`config.mk`:
```
export PLATFORM = sky130hd
export DESIGN_NAME = wsa_ctrl
export DESIGN_NICKNAME = d
export VERILOG_FILES = /design/src/rtl/wsa_pkg.sv /design/src/rtl/wsa_ctrl.sv
export VERILOG_INCLUDE_DIRS = /design/src /design/src/rtl
export SDC_FILE = /design/constraint.sdc
export NUM_CORES = 1
export LEC_CHECK = 0
export ABC_AREA = 1
export BUFFER_PORTS_ARGS = -buffer_cell sky130_fd_sc_hd__buf_2
export CORE_MARGIN = 2
export CORE_UTILIZATION = 59
export CTS_CLUSTER_SIZE = 14
export DETAILED_ROUTE_END_ITERATION = 6
export PLACE_DENSITY = 0.84
export SETUP_SLACK_MARGIN = 0.02
export SKIP_CTS_REPAIR_TIMING = 1
export SYNTH_ARGS = -nofsm -noshare
export SYNTH_HDL_FRONTEND = slang
export SYNTH_SLANG_ARGS = --single-unit
export TNS_END_PERCENT = 50
```
`constraint.sdc`:
```
create_clock -name clk -period 3.7 [get_ports clk]
set_input_delay 0 -clock clk [delete_from_list [all_inputs] [get_ports clk]]
set_output_delay 0 -clock clk [all_outputs]
set_load 0.03 [all_outputs]
```
`src/rtl/weighted_splat_accumulator_top_macros.svh`:
```
// assertion macros used by the splat accumulator controller
`ifndef WEIGHTED_SPLAT_ACCUMULATOR_TOP_MACROS_SVH
`define WEIGHTED_SPLAT_ACCUMULATOR_TOP_MACROS_SVH

// same-cycle implication, checked on clk and masked during reset
`define WSA_ASSERT_IMP(lbl, ante, cons, msg) \
	lbl: assert property (@(posedge clk) disable iff (!arst_n) (ante) |-> (cons)) \
		else $error(msg);

// next-cycle implication
`define WSA_ASSERT_NXT(lbl, ante, cons, msg) \
	lbl: assert property (@(posedge clk) disable iff (!arst_n) (ante) |=> (cons)) \
		else $error(msg);

`endif

```
`src/rtl/wsa_pkg.sv`:
```
// shared types and constants of the splat accumulator
`timescale 1ns / 1ps
package wsa_pkg;

	localparam int MAX_WIDTH  = 256;
	localparam int MAX_HEIGHT = 256;
	localparam int PIX_N      = MAX_WIDTH * MAX_HEIGHT;
	localparam int PIX_W      = $clog2(PIX_N);
	localparam int DIM_MAX    = (MAX_WIDTH > MAX_HEIGHT) ? MAX_WIDTH : MAX_HEIGHT;
	localparam int DIM_W      = $clog2(DIM_MAX + 1);
	localparam int COORD_W    = 8;
	localparam int CFG_DIM_W  = 9;
	localparam int GAIN_W     = 24;
	localparam int DIV_HI_W   = 40;
	localparam int DIV_LO_W   = 32;

	localparam logic [16:0] ALPHA_ONE = 17'd65536;

	typedef enum logic [1:0] {
		FUNC_SPLAT = 2'd0,
		FUNC_READ  = 2'd1,
		FUNC_CLEAR = 2'd2,
		FUNC_NONE  = 2'd3
	} func_t;

	typedef enum logic [1:0] {
		DIV_CLAMP = 2'd0,
		DIV_MEAN  = 2'd1,
		DIV_PROD  = 2'd2,
		DIV_ALPHA = 2'd3
	} div_sel_t;

	typedef enum logic [1:0] {
		REG_WIDTH   = 2'd0,
		REG_HEIGHT  = 2'd1,
		REG_MAX_LUM = 2'd2,
		REG_GAIN    = 2'd3
	} reg_idx_t;

	typedef struct packed {
		logic [39:0] weight;
		logic [39:0] alpha;
		logic [47:0] ax;
		logic [47:0] ay;
		logic [47:0] az;
	} pix_entry_t;

	typedef struct packed {
		logic     capture;
		logic     decode;
		logic     index;
		logic     clr;
		logic     cl_mul;
		logic     div_start;
		logic     div_wait;
		div_sel_t div_sel;
		logic     alpha;
		logic     term;
		logic     accum;
		logic     rd_mem;
		logic     rd_mul;
		logic     rd_sum;
		logic     out_load;
		logic [1:0] ch;
	} cmd_t;

	typedef struct packed {
		func_t func;
		logic  land;
		logic  clamp;
		logic  wzero;
		logic  mean_ok;
		logic  div_done;
		logic  clr_last;
	} status_t;

endpackage

```
`src/rtl/wsa_ctrl.sv`:
```
// controller state machine sequencing each request through the datapath
`timescale 1ns / 1ps
`include "weighted_splat_accumulator_top_macros.svh"
module wsa_ctrl (
	input  logic              clk,
	input  logic              arst_n,
	input  logic              in_valid,
	output logic              in_stall,
	output logic              out_valid,
	input  logic              out_stall,
	input  wsa_pkg::status_t  status,
	output wsa_pkg::cmd_t     cmd
);

	typedef enum logic [16:0] {
		ST_IDLE     = 17'h00001,
		ST_DECODE   = 17'h00002,
		ST_INDEX    = 17'h00004,
		ST_CLR      = 17'h00008,
		ST_CL_MUL   = 17'h00010,
		ST_CL_DIV   = 17'h00020,
		ST_ALPHA    = 17'h00040,
		ST_TERM     = 17'h00080,
		ST_ACCUM    = 17'h00100,
		ST_MEAN_DIV = 17'h00200,
		ST_RD_MEM   = 17'h00400,
		ST_RD_CHK   = 17'h00800,
		ST_RD_MUL   = 17'h01000,
		ST_RD_SUM   = 17'h02000,
		ST_RD_DIV   = 17'h04000,
		ST_RD_ADIV  = 17'h08000,
		ST_DONE     = 17'h10000
	} state_t;

	state_t      state_q, state_nxt;
	logic [1:0]  ch_q, ch_nxt;
	logic        issued_q, issued_nxt;
	logic        item_q;
	logic        out_valid_q;
	logic        accept;

	assign accept   = in_valid && (state_q == ST_IDLE);
	assign in_stall = state_q != ST_IDLE;

	always_comb begin
		state_nxt  = state_q;
		ch_nxt     = ch_q;
		issued_nxt = issued_q;
		cmd        = '0;
		cmd.ch     = ch_q;
		cmd.capture = accept;
		unique case (state_q)
			ST_IDLE: begin
				if (in_valid)
					state_nxt = ST_DECODE;
			end
			ST_DECODE: begin
				cmd.decode = 1'b1;
				state_nxt  = ST_INDEX;
			end
			ST_INDEX: begin
				cmd.index = 1'b1;
				ch_nxt    = 2'd0;
				unique case (status.func)
					wsa_pkg::FUNC_SPLAT:
						state_nxt = !status.land ? ST_DONE :
							(status.clamp ? ST_CL_MUL : ST_ALPHA);
					wsa_pkg::FUNC_READ:
						state_nxt = status.land ? ST_RD_MEM : ST_DONE;
					wsa_pkg::FUNC_CLEAR:
						state_nxt = ST_CLR;
					wsa_pkg::FUNC_NONE:
						state_nxt = ST_DONE;
				endcase
			end
			ST_CLR: begin
				cmd.clr = 1'b1;
				if (status.clr_last)
					state_nxt = item_q ? ST_DONE : ST_IDLE;
			end
			ST_CL_MUL: begin
				cmd.cl_mul = 1'b1;
				state_nxt  = ST_CL_DIV;
			end
			ST_CL_DIV: begin
				cmd.div_sel  = wsa_pkg::DIV_CLAMP;
				cmd.div_wait = issued_q;
				if (!issued_q) begin
					cmd.div_start = 1'b1;
					issued_nxt    = 1'b1;
				end else if (status.div_done) begin
					issued_nxt = 1'b0;
					if (ch_q == 2'd0) begin
						ch_nxt    = 2'd1;
						state_nxt = ST_CL_MUL;
					end else begin
						ch_nxt    = 2'd0;
						state_nxt = ST_ALPHA;
					end
				end
			end
			ST_ALPHA: begin
				cmd.alpha = 1'b1;
				state_nxt = ST_TERM;
			end
			ST_TERM: begin
				cmd.term = 1'b1;
				if (ch_q == 2'd2) begin
					ch_nxt    = 2'd0;
					state_nxt = ST_ACCUM;
				end else begin
					ch_nxt = ch_q + 2'd1;
				end
			end
			ST_ACCUM: begin
				cmd.accum = 1'b1;
				state_nxt = ST_MEAN_DIV;
			end
			ST_MEAN_DIV: begin
				cmd.div_sel  = wsa_pkg::DIV_MEAN;
				cmd.div_wait = issued_q;
				if (!issued_q) begin
					if (status.mean_ok) begin
						cmd.div_start = 1'b1;
						issued_nxt    = 1'b1;
					end else begin
						state_nxt = ST_DONE;
					end
				end else if (status.div_done) begin
					issued_nxt = 1'b0;
					state_nxt  = ST_DONE;
				end
			end
			ST_RD_MEM: begin
				cmd.rd_mem = 1'b1;
				state_nxt  = ST_RD_CHK;
			end
			ST_RD_CHK: begin
				state_nxt = status.wzero ? ST_DONE : ST_RD_MUL;
			end
			ST_RD_MUL: begin
				cmd.rd_mul = 1'b1;
				state_nxt  = ST_RD_SUM;
			end
			ST_RD_SUM: begin
				cmd.rd_sum = 1'b1;
				state_nxt  = ST_RD_DIV;
			end
			ST_RD_DIV: begin
				cmd.div_sel  = wsa_pkg::DIV_PROD;
				cmd.div_wait = issued_q;
				if (!issued_q) begin
					cmd.div_start = 1'b1;
					issued_nxt    = 1'b1;
				end else if (status.div_done) begin
					issued_nxt = 1'b0;
					if (ch_q == 2'd2) begin
						ch_nxt    = 2'd0;
						state_nxt = ST_RD_ADIV;
					end else begin
						ch_nxt    = ch_q + 2'd1;
						state_nxt = ST_RD_MUL;
					end
				end
			end
			ST_RD_ADIV: begin
				cmd.div_sel  = wsa_pkg::DIV_ALPHA;
				cmd.div_wait = issued_q;
				if (!issued_q) begin
					cmd.div_start = 1'b1;
					issued_nxt    = 1'b1;
				end else if (status.div_done) begin
					issued_nxt = 1'b0;
					state_nxt  = ST_DONE;
				end
			end
			ST_DONE: begin
				if (!out_valid_q || !out_stall) begin
					cmd.out_load = 1'b1;
					state_nxt    = ST_IDLE;
				end
			end
			default: state_nxt = ST_IDLE;
		endcase
	end

	always_ff @(posedge clk or negedge arst_n) begin
		if (!arst_n) begin
			state_q     <= ST_CLR;
			ch_q        <= 2'd0;
			issued_q    <= 1'b0;
			item_q      <= 1'b0;
			out_valid_q <= 1'b0;
		end else begin
			state_q  <= state_nxt;
			ch_q     <= ch_nxt;
			issued_q <= issued_nxt;
			if (accept)
				item_q <= 1'b1;
			else if (cmd.out_load)
				item_q <= 1'b0;
			if (cmd.out_load)
				out_valid_q <= 1'b1;
			else if (!out_stall)
				out_valid_q <= 1'b0;
		end
	end

	assign out_valid = out_valid_q;

	`WSA_ASSERT_IMP(a_div_done_issued, status.div_done, issued_q, "divider finished unasked")
	`WSA_ASSERT_NXT(a_accept_decode, accept, state_q == ST_DECODE, "request not decoded")
	`WSA_ASSERT_NXT(a_load_valid, cmd.out_load, out_valid_q, "result loaded but not shown")

endmodule

```
## Yosys cells after proc, flatten, opt, wreduce, memory -nomap -nowiden

Index checks and enable logic that the tools add are counted.

| storage, ports and cells | value |
|---|---|
| register bits | 22 |
| logic and storage cells | 103 |

| operators by class | value |
|---|---|
| $add $sub $neg | 1 |
| eq/ne operators | 33 |
| muxes and demuxes | 52 |
| reductions and logical operators | 12 |

Operator list:

| kind | count |
|---|---|
| $pmux 17 s17 | 1 |
| $mux 17 | 16 |
| $pmux 17 s4 | 1 |
| $mux 1 | 23 |
| $ne 2x2->1 const B | 9 |
| $eq 17x1->1 const B | 1 |
| $eq 17x10->1 const B | 1 |
| $eq 17x11->1 const B | 1 |
| $eq 17x12->1 const B | 1 |
| $eq 17x13->1 const B | 1 |
| $eq 17x14->1 const B | 1 |
| $eq 17x15->1 const B | 1 |
| $eq 17x16->1 const B | 1 |
| $eq 17x17->1 const B | 1 |
| $eq 17x2->1 const B | 1 |
| $eq 17x3->1 const B | 1 |
| $eq 17x4->1 const B | 1 |
| $eq 17x5->1 const B | 1 |
| $eq 17x6->1 const B | 1 |
| $eq 17x7->1 const B | 1 |
| $eq 17x8->1 const B | 1 |
| $eq 17x9->1 const B | 1 |
| $ne 17x1->1 const B | 1 |
| $mux 16 | 1 |
| other kinds (19) | 29 |

## Logic depth before layout (Yosys ltp)

| depth | value |
|---|---|
| word-level depth | 6 |
| depth in mapped cells | 13 |
| depth with buffers taken out | 12 |

## Least setup slack after synthesis

OpenSTA, ideal clock, no wires.

| timing | value |
|---|---|
| path kind | register to register |
| start point | reg state_q[15] |
| end point | reg state_q[0] |
| setup time | 0.118 ns |
| data arrival time | 1.635 ns |
| required time | 3.582 ns |
| slack | 1.947 ns |
| stages on the path, launching flop included | 12 |
| path buffers | 1 |
| period minus slack after synthesis | 1.753 ns |
| path through | dfrtp_1 nor2_2 nand2_2 nor2_4 buf_6 nand3_1 nand4_1 nor2_1 nand2_1 nand2_1 nand2_1 nand2_1 |

| on the way | value |
|---|---|
| word-level cells in the longest chain between the ends | 3 |

Ends and longest elaborated chain:

| item | RTL line | source |
|---|---|---|
| start: declaration | wsa_ctrl.sv:35 | `state_t state_q, state_nxt;` |
| start signal: assignment | wsa_ctrl.sv:195 | `state_q <= state_nxt;` |
| $eq 17x10->1 (tied with other cells) | wsa_ctrl.sv:52 | `unique case (state_q)` |
| $ne 3x3->1 (no line) / $ne 2x2->1 (equally long branches) | - |  |
| $reduce_and 10->1 (no line) | - |  |

Parallel ways exist; a longest one is shown, timed or not.
A chain may end at the register's enable or synchronous reset.

## Worst setup path after layout

| timing | value |
|---|---|
| start point | reg state_q[15] |
| end point | reg state_q[3] |

The elaborated chain is that of the path after synthesis.

==> metrics.csv <==
metric;value;unit
synth-edff-count;0;
drc_errors;0;
clockBufferDepth;2;
synthCells;244;
io_pins;32;
critPathMaxFanout;12;
hold_path.startpoint;status[5];
fin_area;1930;sq um
worstPathCellList;nor2_2 > nand2_2 > nor2_4 > nand2_2 > nor2_4 > inv_2 > o31ai_1 > dlygate4sd3_1;
drive_above_1_share;27.0;%
syn_to_final_growth;14.7;%
grt_max_degree;23;
crit_type;reg2reg;
place_area;1840;sq um
r2r_cells;8;
cts_tree;yes;
clock.fmax;470;MHz
die_w;57.4;um
finalNonFillerCells;312;
switchingPower;470;uW
antenna_found_initial;0;
setup_viol;0;
clk_latency;0.32;ns
power.share.clock;14.4;%
finalCritPeriodShare;57.5;%
violations;negative hold slack;
yosysSeqAreaShare;32.8;%
gp_congestion;0.924;
grt_pass1_wl;6260;um
combPwrFrac;52.6;%
hold_viol_final;1;
netlist_area;1680;sq um
crit_required;3.97;ns
internal_power;490;uW
ys.flop_type;dfrtp_1;
powerDensity;498;nW/um^2
ant_nets;0;
skew;0.0124;ns
place_inst;303;
timing.hold.ws;-0.0128;ns
tns;0;ns
holdPathEnd;state_q[10]$_DFFE_PN0P_;
diodes;0;
worst_path_largest_cell_delay;0.59;ns
cts-root-buf;clkbuf_4;
dieArea;3290;sq um
drv_cap;0;
postSynthAreaPerCell;6.89;sq um
drt_iter0_drc;81;
wl_per_cell;12.0;um
nets;294;
r2r_slack;1.57;ns
syn-num-nets;256;
r2r_end;state_q[3]$_DFFE_PN1P_;
rsz0062_at_grt;false;
rows;19;
cts_buffers;3;
period_needed;2.13;ns
synthArstFlopShare;100;%
max-vdd-ir-drop;445;uV
seqPwrFrac;33.0;%
holdPathStages;5;
drv_slew;0;
overflow;0;
yosysWarnings;0;
run_status;complete, but fails checks;
cp-start-kind;flop;
critPathBufInv;2;
vias;1659;
switching_share;49.0;%
ys_ff_latch;22;
slowest_stage;dlygate4sd3_1;
ys_types;30;
slew-limit-headroom;67.0;%
core_area;2730;sq um
cts.sinks;22;
die_y;57.4;um
p_leak;0.00120;uW
path_delay_family;simple AND/OR/NAND/NOR gates;
htreeDepth;1;
r2r_start;state_q[15]$_DFFE_PN0P_;
grt_use_total;24.8;%
hold_path.class;in2reg;
initial_utilization;61.5;%
grt_pass1_vias;1398;
cp-end-kind;flop;
first_pass_iters;4;
numPortBuffers;31;
max_slew.worst_pin.slew;0.495;ns
vias_per_cell;5.32;
clk_pin_slew;0.13;ns
crit_arrival;2.40;ns
wl;3760;um
hpwl;3000;um
worst register-to-register path, cell delays in order, from the launching register on:
cell and delay (ns):
dfrtp_1 0.46, nor2_2 0.16, nand2_2 0.10, nor2_4 0.26, nand2_2 0.14, nor2_4 0.16
inv_2 0.05, o31ai_1 0.18, dlygate4sd3_1 0.59
cell type report:
type | instances | area [sq um]
clock buffer | 4 | 36.3
tap | 31 | 38.8
fill | 235 | 806
sequential | 22 | 552
timing repair buffer | 36 | 205
multi-input combinational | 168 | 905
inverter | 51 | 191
per-stage QoR:
stage	power (uW)	hold slack, ns	utilization [%]	setup WS [ns]
after floorplan	739	-0.296	-	1.95
after global placement	816	-0.00890	67.4	1.95
after detailed placement	820	-0.00419	67.4	1.91
after CTS	963	-0.376	68.7	1.68
after global routing	1030	0.0128	70.5	1.41
final	960	-0.0128	70.5	1.57
placed cells by master, fill, tap and decap left out, types with 5 or more instances in the layout:
| cell type | instances |
|---|---|
| inv_1 | 48 |
| nand2_1 | 48 |
| nor2_1 | 33 |
| buf_2 | 31 |
| dfrtp_1 | 21 |
| nand3_1 | 17 |
| nor2_2 | 13 |
| nand4_1 | 10 |
| o21ai_0 | 8 |
| nand2_2 | 6 |
| nor2_4 | 6 |
| nor3_1 | 5 |
| dlygate4sd3_1 | 5 |
cells by family after synthesis:
logic type             Yosys count  synth area share, %
buffers and inverters           54                 13.4
and+or+nand+nor                149                 47.0
DFF                             22                 32.8
AOI/OAI and AO/OA               19                 6.77
cell usage after synthesis, types with 2 or more instances:
library cell / count / area share (%)
inv_1: 48 / 11
nand2_1: 48 / 11
nor2_1: 33 / 7.4
dfrtp_1: 21 / 31
nand3_1: 17 / 5.1
nor2_2: 13 / 4.8
nand4_1: 10 / 3.7
o21ai_0: 8 / 2.4
nand2_2: 6 / 2.2
nor2_4: 6 / 4.0
nor3_1: 5 / 1.5
a21oi_1: 3 / 0.89
inv_2: 3 / 0.67
nand3_2: 3 / 1.8
o21ai_2: 3 / 1.6
and2_1: 2 / 0.74
nand3_4: 2 / 2.1
flip-flops by register name, indices dropped and copies added (netlist names):
register,cells
state_q,17
ch_q,2
issued_q,1
item_q,1
out_valid,1
per-layer routing:
metal	vias to the layer above	track usage, %	wire (um)	part of all wire (%)
met3	6	2.95	279	7.4
met4	0	9.63	59	1.6
met5	-	0	0	0
met2	71	38.8	1770	47
met1	743	35.2	1650	44
li1	839	-	-	-
power by group through the flow:
stage | clock (uW) | combinational [uW] | sequential, uW
final | 138 | 505 | 317
after global routing | 152 | 557 | 323
after CTS | 145 | 501 | 317
after detailed placement | 0 | 499 | 322
after global placement | 0 | 496 | 320
after floorplan | 0 | 407 | 332
worst max path at each step:
stage                                  startpoint                 endpoint  slack (ns)  cells after the start
after CTS                 state_q[10]$_DFFE_PN0P_                  cmd[12]        1.68                      8
after detailed placement  state_q[15]$_DFFE_PN0P_  state_q[16]$_DFFE_PN0P_        1.91                     10
after floorplan           state_q[15]$_DFFE_PN0P_   state_q[0]$_DFFE_PN0P_        1.95                     11
after global routing      state_q[13]$_DFFE_PN0P_   state_q[3]$_DFFE_PN1P_        1.41                      8
final                     state_q[15]$_DFFE_PN0P_   state_q[3]$_DFFE_PN1P_        1.57                      8
after global placement     state_q[3]$_DFFE_PN1P_  state_q[16]$_DFFE_PN0P_        1.95                     11
Power figures use the tool's default switching activity.
